`src/hw/rtl/binary_multipattern_bcd_matcher_top_defines.svh`:
```
// Assertion macros shared by the matcher RTL.
`ifndef BINARY_MULTIPATTERN_BCD_MATCHER_TOP_DEFINES_SVH
`define BINARY_MULTIPATTERN_BCD_MATCHER_TOP_DEFINES_SVH

// Check that cond holds whenever trig holds, in the same cycle.
`define BMPM_ASSERT_IMP(lbl, trig, cond) \
  lbl: assert property (@(posedge clk_i) disable iff (!rst_ni) (trig) |-> (cond)) \
    else $error("bmpm assertion failed");

// Check that cond holds in the cycle after trig.
`define BMPM_ASSERT_NEXT(lbl, trig, cond) \
  lbl: assert property (@(posedge clk_i) disable iff (!rst_ni) (trig) |=> (cond)) \
    else $error("bmpm assertion failed");

`endif

```
`src/hw/rtl/bmpm_ram.sv`:
```
// Generic simple dual-port RAM with registered read.
module bmpm_ram #(
  parameter int Width = 8,
  parameter int Depth = 16
) (
  input  logic                     clk_i,
  input  logic                     we_i,
  input  logic [$clog2(Depth)-1:0] waddr_i,
  input  logic [Width-1:0]         wdata_i,
  input  logic                     re_i,
  input  logic [$clog2(Depth)-1:0] raddr_i,
  output logic [Width-1:0]         rdata_o
);

  logic [Width-1:0] mem_q [Depth];

  // Write port
  always_ff @(posedge clk_i) begin
    if (we_i) begin
      mem_q[waddr_i] <= wdata_i;
    end
  end

  // Registered read port
  always_ff @(posedge clk_i) begin
    if (re_i) begin
      rdata_o <= mem_q[raddr_i];
    end
  end

endmodule

```
`config.mk`:
```
export PLATFORM = sky130hd
export DESIGN_NAME = bmpm_ram
export DESIGN_NICKNAME = d
export VERILOG_FILES = /design/src/hw/rtl/binary_multipattern_bcd_matcher_top_defines.svh /design/src/hw/rtl/bmpm_ram.sv
export SDC_FILE = /design/constraint.sdc
export NUM_CORES = 1
export LEC_CHECK = 0
export BUFFER_PORTS_ARGS = -buffer_cell sky130_fd_sc_hd__buf_2
export CAP_MARGIN = 30
export CORE_MARGIN = 10
export CORE_UTILIZATION = 38
export CTS_CLUSTER_DIAMETER = 100
export DETAILED_ROUTE_END_ITERATION = 10
export SLEW_MARGIN = 20
export SYNTH_ARGS = -nofsm -noshare
export SYNTH_HDL_FRONTEND = slang
export SYNTH_SLANG_ARGS = --single-unit
export TNS_END_PERCENT = 10
```
`constraint.sdc`:
```
create_clock -name clk_i -period 1.69 [get_ports clk_i]
set_input_delay 0.169 -clock clk_i [delete_from_list [all_inputs] [get_ports clk_i]]
set_output_delay 0.169 -clock clk_i [all_outputs]
set_load 0.005 [all_outputs]
```
# Word level (Yosys, flattened, before mapping)

Memories as Yosys holds them, arrays and structs flattened. A register that Yosys moved wholly into a read port is not among the register bits.
Index checks and enable logic that the tools add are counted.

Register bits: 0
Latch bits: 0
Memory bits (writable): 128
Bits in read-only memories: 0
Input bits: 19
Output and inout port bits: 8
Logic and storage cells: 3
Memories: 1

Memories:

| memory | depth | bits a word | rd ports | clocked after Yosys merged registers in | write ports | RTL line       | text |
|---|---|---|---|---|---|---|---|
| mem_q  | 16    | 8           | 1        | 1                                       | 1           | bmpm_ram.sv:15 | `logic [Width-1:0] mem_q [Depth];` |

Add/sub/neg operators: 0
$mul: 0
Div/mod/pow operators: 0
$lt $le $gt $ge: 0
Equality and inequality tests: 0
Shifts and indexed selects: 0
Mux-type cells: 2
Bitwise gates (word level): 0
Reductions and logical operators: 0

Operator list:

| operator          | count |
|---|---|
| 1-bit two-way mux | 2 |

# Logic depth before layout (Yosys ltp)

Gate-level depths: netlist of the first run.

Depth after elaboration: 2
Mapped depth: 5
Depth with buffers taken out: 3

# Worst setup path after synthesis of the first run

No wires, ideal clock.

Path type: input -> register
From: in waddr_i[2]
To: mem mem_q[0][0] (enable)
Library setup time: 0.383 ns
Arrival: 1.279 ns
Required time: 1.307 ns
Setup slack: 0.028 ns
Cell stages on the path: 2
Path buffers: 0
Cells stage by stage: or3b_2 -> nor3_1

RTL lines:

| what            | RTL line       | text |
|---|---|---|
| start, declared | bmpm_ram.sv:8  | `input logic [$clog2(Depth)-1:0] waddr_i,` |
| end, declared   | bmpm_ram.sv:15 |  |

Straight into the memory's write port.

==> results.txt, run 1 <==
----------------------------------------------------
[Setup path]
  Worst Reg-to-Reg Cells ... 3
  RR Endpoint ... rdata_o[6]
  Max Fanout on Critical Path ... 1
  Critical Path Sink ... rdata_o[6]
  Worst r2r src ... mem_q[10][6]
  Slack of the worst reg-to-reg path ... 190 ps
  Origin of the worst setup path ... mem_q[10][6]
  Startpoint Class ... flop
  Worst setup path class ... flop to flop
  Critical path arrival ... 1650 ps
  Element type at the critical path end ... flop
  Data required time at the worst endpoint ... 1840 ps

[Pwr]
  Register share of total power ... 0.497
  Maximum vdd drop ... 0.7326 mV
  Static leakage ... approximately 2.2 nW
  P_sw ... approximately 1.4 mW
  Ratio of total power to cell area ... 1214 nW/um2
  Fraction of power spent switching nets ... 0.1874
  Comb pwr share ... 0.047
  Internal power ... 6.245 mW
  Portion of total power attributed to the clock network ... 0.455

[Logic synthesis]
  Flop and latch count out of synthesis ... about 140
  Mapped Area ... between 5000 and 6000 um2
  Per-instance average area after synthesis ... 22.83 um2
  Unique cell type count in the Yosys netlist ... 18
  Sequential-to-total area share from yosys stat ... 0.7812
  Top cells by area, synth ... sky130_fd_sc_hd__edfxtp_1 (78%), sky130_fd_sc_hd__mux4_2 (7.8%), sky130_fd_sc_hd__mux4_1 (7.0%)
  Post-synthesis cell count ... roughly 230
  Largest area contributor in the synthesized netlist ... sky130_fd_sc_hd__edfxtp_1
  Syn_nets ... 248
  Share of Yosys cell area claimed by the top area cell type ... 0.7812
  Number of warnings issued by yosys ... 0

[Route]
  Wire length reported by the detailed router ... 10.01 mm
  Residual DRC count ... 0
  Final routed wire length divided by cell count ... 20.69 um
  Number of DRC markers in iteration 0 ... 217
  TritonRoute pass-1 iters ... 4
  Number of routed nets with antenna violations ... 0
  Total via count after detailed routing ... between 2000 and 2500
  Number of vias per cell after detailed routing ... ~5.0

[GRT]
  Total global routing track utilization ... 0.1130
  Global-route met2 utilization ... 0.1759
  Number of antenna violations at the first check in global routing ... 0
  Pin count of the biggest net entering global routing ... 29
  Met3 Track Usage GR ... 0.03787
  Global-route congestion overflow total ... 0
  Layer with the highest usage after global routing ... met2
  Vias in the first global route ... 2573
  Global-route track usage on met1 ... 0.1419
  Global-route wire length before repair ... 14.94 mm

[Run]
  Maximum capacitance violations ... 0

[Die]
  FP Rows ... 42
  Floorplan die area ... between 15000 and 20000 um2
  Y dimension of the die ... 137.3 um
  Floorplan die width ... 137.3 um
  Number of placed I/O pins ... 27
  Initial core utilization ... 0.3916
  Placeable core region ... 13350 um2

[Clock network]
  Quantity of hold-fixing buffers added after cts ... 0
  Clock tree root buffer cell ... sky130_fd_sc_hd__clkbuf_16
  Clock buffers created by TritonCTS ... 17
  Resized Gates After CTS ... 0
  Buffers from clock root to sink, at most ... 2
  Number of buffers inserted by post-CTS setup repair ... 0
  Maximum level of the CTS H-tree ... 4
  Post-CTS clock slew at the launch and capture registers of the worst setup and hold paths ... 50 ps
  Clock tree from TritonCTS ... done
  Clock sinks ... 136
  Clock insertion delay at the later pin of the skew report ... 410 ps

[Timing]
  Fraction of the cycle the final worst path needs ... 0.8893
  Post-Route Skew ... ~7.9 ps
  Normalized max-slew margin ... 0.7576
  RSZ-0062 raised after global routing ... no
  Max frequency ... 0.6654 GHz
  Final number of hold-violating endpoints ... 0
  Final setup fails ... 0
  Final count of pins violating max slew ... 0
  Smallest setup slack after layout ... between 150 and 200 ps
  Final critical path time including I/O delays and setup ... 1503 ps
  Actual slew at the worst max-slew pin ... 363.6 ps

[Outcome]
  Status ... complete, no violations

[Final layout]
  Fraction of layout instances using a drive strength above 1 ... 0.3312
  Core occupancy in the finished layout ... 0.4742
  Layout-stage area growth over the synthesis result ... 21.09%
  Diodes inserted ... 0
  Final layout net count ... 314

[Place]
  Dpl ws ... -28.86 ps
  Estimated wirelength of the detail-placed design ... between 6 and 7 mm
  Final Wtd Congestion ... 0.7427
  Count of port buffers added during placement ... 26

[Worst hold path]
  Worst hold path type ... primary input to flop

----------------------------------------------------
==> cell usage in the layout (no fill, tap or decap) <==
cell type / n
sky130_fd_sc_hd__nor2_1: 13
sky130_fd_sc_hd__nor2b_1: 1
sky130_fd_sc_hd__nand3b_1: 2
sky130_fd_sc_hd__mux4_1: 14
sky130_fd_sc_hd__a22oi_1: 16
sky130_fd_sc_hd__buf_2: 26
sky130_fd_sc_hd__or3b_2: 1
sky130_fd_sc_hd__nand2b_1: 2
sky130_fd_sc_hd__buf_4: 28
sky130_fd_sc_hd__buf_12: 3
sky130_fd_sc_hd__edfxtp_1: 136
sky130_fd_sc_hd__bufinv_16: 3
sky130_fd_sc_hd__clkbuf_1: 2
sky130_fd_sc_hd__clkinv_1: 4
sky130_fd_sc_hd__mux4_2: 18
sky130_fd_sc_hd__clkbuf_16: 17
sky130_fd_sc_hd__and2b_1: 1
sky130_fd_sc_hd__and2_1: 1
sky130_fd_sc_hd__nor3_1: 4
sky130_fd_sc_hd__nand3_1: 1
sky130_fd_sc_hd__clkinv_2: 6
sky130_fd_sc_hd__nand2_1: 9
==> worst min-delay path by stage <==
stage,startpoint,to,depth (start not counted),slack [ps]
2_1_floorplan,wdata_i[0],mem_q[0][0],0,270
3_3_place_gp,re_i,rdata_o[3],1,560
3_5_place_dp,re_i,rdata_o[1],1,550
4_1_cts,re_i,rdata_o[2],1,120
5_1_grt,re_i,rdata_o[1],1,120
6_report,re_i,rdata_o[0],1,130
==> worst max-delay path: stages (launching register included) <==
cell and delay [ps]:
sky130_fd_sc_hd__edfxtp_1 370, sky130_fd_sc_hd__mux4_2 470, sky130_fd_sc_hd__a22oi_1 310, sky130_fd_sc_hd__nand2_1 90
==> layout make-up <==
type / count / area, um2
flip-flops and latches: 136 / 4084
multi-input cells: 83 / 1057
fillers: 1125 / 7018
well taps: 176 / 220.2
clock buffers: 19 / 432.9
clock inverters: 13 / 135.1
repair buffers: 57 / 400.4
==> routing by layer <==
| metal | up-vias | wire, um |
|---|---|---|
| li1 | 1113 | - |
| met1 | 1238 | 4341 |
| met2 | 58 | 4985 |
| met3 | 5 | 572 |
| met4 | 0 | 114 |
| met5 | - | 0 |
==> registers in the layout (all words and copies together) (netlist names) <==
register and flops:
mem_q 128, rdata_o 8
==> power groups by stage <==
stage               clock network, mW  logic, mW  registers [mW]
finish                           3.50      0.363            3.82
global route                     3.72      0.396            3.82
CTS                              3.55      0.373            3.82
detailed placement                  0      0.372            3.89
global placement                    0      0.366            3.89
floorplan                           0      0.192            3.89
==> cell usage after synthesis <==
master	instances
sky130_fd_sc_hd__nand2_1	9
sky130_fd_sc_hd__and2b_1	1
sky130_fd_sc_hd__edfxtp_1	136
sky130_fd_sc_hd__nand3b_1	2
sky130_fd_sc_hd__buf_2	3
sky130_fd_sc_hd__clkdlybuf4s25_2	3
sky130_fd_sc_hd__buf_4	1
sky130_fd_sc_hd__nor2b_1	1
sky130_fd_sc_hd__a22oi_1	16
sky130_fd_sc_hd__nor3_1	4
sky130_fd_sc_hd__nor2_1	13
sky130_fd_sc_hd__nand2b_1	2
sky130_fd_sc_hd__and2_1	1
sky130_fd_sc_hd__or3b_2	1
sky130_fd_sc_hd__nand3_1	1
sky130_fd_sc_hd__buf_6	3
sky130_fd_sc_hd__mux4_1	14
sky130_fd_sc_hd__mux4_2	18
==> stage by stage <==
stage / hold slack (ps) / instance area (um2) / cells / total power, mW / TNS [ps]
floorplan: 267.9 / 5228 / 229 / 4.078 / 0
global placement: 558.0 / 5762 / 452 / 4.253 / -49.49
detailed placement: 549.6 / 5762 / 452 / 4.262 / -76.72
CTS: 120.8 / 6330 / 484 / 7.750 / 0
global route: 117.5 / 6330 / 484 / 7.943 / 0
finish: 131.3 / 6330 / 484 / 7.685 / 0
==> logic make-up after synthesis <==
logic type / count (synthesis) / synth area share
compound gates: 16 / 0.02298
flops: 136 / 0.7812
mux: 32 / 0.1479
buf+inv: 10 / 0.01651
simple gates: 35 / 0.03136
Note: power is estimated with default switching activity, not from simulation.
==> inputs of run 2 (changes only) <==
- CORE_ASPECT_RATIO: default -> 1.1
==> run 2 against run 1 <==
Global-route usage about the same; maximum frequency increased by 1.1%; power increased by 2.3%; core utilization increased by 0.28 points; largest cell class unchanged; sequential power about the same.
==> results.txt, run 2 (same netlist as run 1, synthesis figures left out) <==
----------------------------------------------------
[Clock network]
  Maximum level of the CTS H-tree ... 4 (unchanged)
  Clock tree root buffer cell ... sky130_fd_sc_hd__clkbuf_16
  Post-CTS clock slew at the launch and capture registers of the worst setup and hold paths ... 50 ps (about the same)
  Clock buffers created by TritonCTS ... 17 (unchanged)
  Clock sinks ... 136 (unchanged)
  Clock insertion delay at the later pin of the skew report ... 400 ps (about the same)
  Clock tree from TritonCTS ... done
  Buffers from clock root to sink, at most ... 2 (unchanged)
  Quantity of hold-fixing buffers added after cts ... 0 (unchanged)
  Number of buffers inserted by post-CTS setup repair ... 0 (unchanged)
  Resized Gates After CTS ... 0 (unchanged)

[Final layout]
  Design area ... 6355 um2 (+0.40%)
  Most frequent cells in the layout ... sky130_fd_sc_hd__edfxtp_1 (136), sky130_fd_sc_hd__buf_2 (26), sky130_fd_sc_hd__buf_4 (24)
  Diodes inserted ... 0 (unchanged)
  Flip-flop count of the largest register, all copies and words added ... 128 (unchanged)
  Non-filler cells in the finished layout ... 489 (+1.0%)
  Most common cell after layout, fill and taps aside ... sky130_fd_sc_hd__edfxtp_1
  Most flop-heavy register ... mem_q
  Count of fill cells added during filler insertion ... 1147 (+2.0%)
  Final layout net count ... 311 (-0.96%)
  Layout-stage area growth over the synthesis result ... 21.57%
  Largest registers ... mem_q x128, rdata_o x8
  Fraction of layout instances using a drive strength above 1 ... 0.3246 (-0.006579)

[Die]
  Number of placed I/O pins ... 27 (unchanged)
  Placeable core region ... 13320 um2 (-0.19%)
  Y dimension of the die ... 143.0 um (+4.2%)
  Floorplan die width ... 131.8 um (-4.0%)
  Initial core utilization ... 0.3924 (+0.0007356)
  Floorplan die area ... 18850 um2 (about the same)
  FP Rows ... 44 (+4.8%)

[Timing]
  Final setup fails ... 0 (unchanged)
  Final number of hold-violating endpoints ... 0 (unchanged)
  Hold slack ... 139.9 ps (+8.581 ps)
  Normalized max-slew margin ... 0.7500 (-0.007638)
  Post-Route Skew ... 8.212 ps (+0.2852 ps)
  Max frequency ... 0.6729 GHz (+1.1%)
  Fraction of the cycle the final worst path needs ... 0.8794 (-0.009889)
  Final count of pins violating max slew ... 0 (unchanged)
  Actual slew at the worst max-slew pin ... 375.0 ps (+11.46 ps)
  Final critical path time including I/O delays and setup ... 1486 ps (-16.71 ps)
  RSZ-0062 raised after global routing ... no

[Route]
  Number of vias per cell after detailed routing ... 5.063 (+1.5%)
  Total via count after detailed routing ... 2476 (+2.6%)
  Residual DRC count ... 0 (unchanged)
  Final routed wire length divided by cell count ... 20.87 um (+0.87%)
  TritonRoute pass-1 iters ... 4 (unchanged)
  Number of DRC markers in iteration 0 ... 222 (+2.3%)
  Number of routed nets with antenna violations ... 0 (unchanged)
  Wire length reported by the detailed router ... 10.20 mm (+1.9%)

[Setup path]
  Element type at the critical path end ... flop
  Top delay family on crit path ... multiplexers
  Worst path bufs/invs ... 0 (unchanged)
  Crit-path max cell delay ... 490 ps (+20 ps)
  Cell count along the critical path ... 3 (unchanged)
  RR Endpoint ... rdata_o[6]
  Data required time at the worst endpoint ... 1830 ps (about the same)
  Startpoint Class ... flop
  Origin of the worst setup path ... mem_q[15][6]
  Critical Path Sink ... rdata_o[6]
  Worst Reg-to-Reg Cells ... 3 (unchanged)
  Crit path max-delay cell type ... sky130_fd_sc_hd__mux4_2
  Critical path arrival ... 1620 ps (-30 ps)
  Max Fanout on Critical Path ... 1 (unchanged)
  Cells along the critical path ... mux4_2, a22oi_1, nand2_1
  Worst r2r src ... mem_q[15][6]
  Slack of the worst reg-to-reg path ... 200 ps (+20 ps)
  Worst setup path class ... flop to flop

[Run]
  Maximum capacitance violations ... 0 (unchanged)

[Place]
  Placed cell count ... 457 (+1.1%)
  Count of port buffers added during placement ... 26 (unchanged)
  Placed Area ... 5762 um2 (unchanged)
  Estimated wirelength of the detail-placed design ... 6.777 mm (-0.88%)
  Final Wtd Congestion ... 0.7248 (-2.4%)

[Pwr]
  Static leakage ... 2.166 nW (-0.15%)
  Maximum vdd drop ... 0.5638 mV (-23%)
  Ratio of total power to cell area ... 1237 nW/um2 (+1.9%)

[GRT]
  Number of antenna violations at the first check in global routing ... 0 (unchanged)
  Vias in the first global route ... 2670 (+3.8%)
  Pin count of the biggest net entering global routing ... 22 (-24%)
  Global-route congestion overflow total ... 0 (unchanged)
  Global-route wire length before repair ... 15.85 mm (+6.1%)
  Total global routing track utilization ... 0.1135 (+0.0004504)

[Outcome]
  Status ... complete, no violations

[Worst hold path]
  Worst hold path type ... primary input to flop

----------------------------------------------------
run 2: worst min path at each step:
stage / startpoint / end / slack (ps) / depth (start not counted)
6_report: re_i / rdata_o[5] / 140 / 1
5_1_grt: re_i / rdata_o[2] / 120 / 1
2_1_floorplan: wdata_i[0] / mem_q[0][0] / 270 / 0
4_1_cts: re_i / rdata_o[5] / 120 / 1
3_3_place_gp: re_i / rdata_o[5] / 560 / 1
3_5_place_dp: re_i / rdata_o[5] / 550 / 1
run 2: layout make-up:
cell class / instances / area, um2 / share of cell area
sequential: 136 / 4084 / 0.6426
multi-input combinational: 83 / 1057 / 0.1664
clock buffer: 20 / 436.7 / 0.06871
timing repair buffer: 54 / 390.4 / 0.06143
tap: 184 / 230.2 / 0.03623
clock inverter: 12 / 156.4 / 0.02461
run 2: layer usage:
layer	vias to the layer above	share of wire	track usage	routed length, um
met1	1262	0.42	0.1470	4333
met2	97	0.49	0.1776	4984
li1	1106	-	-	-
met4	0	0.011	0.04394	108
met3	11	0.076	0.03298	778
met5	-	0	0	0
run 2: report_power, final:
| part | internal (mW) | switching (mW) |
|---|---|---|
| clock network | 2.44 | 1.23 |
| logic | 0.168 | 0.199 |
| registers | 3.80 | 0.0199 |
run 2: worst register-to-register path, delay by kind of cell (launching register included):
family | cells | cell delay (ps)
mux | 1 | 490
flops | 1 | 350
simple gates | 1 | 90
compound gates | 1 | 290
run 2: per-stage QoR:
step	power, mW	setup slack, ps	utilization	setup TNS (ps)
6_report	7.859	203.8	0.4770	0
5_1_grt	8.148	141.3	0.4770	0
4_1_cts	7.931	179.2	0.4770	0
3_5_place_dp	4.266	-47.76	0.4325	-92.31
3_3_place_gp	4.256	-13.91	0.4325	-39.87
2_1_floorplan	4.078	28.13	-	0
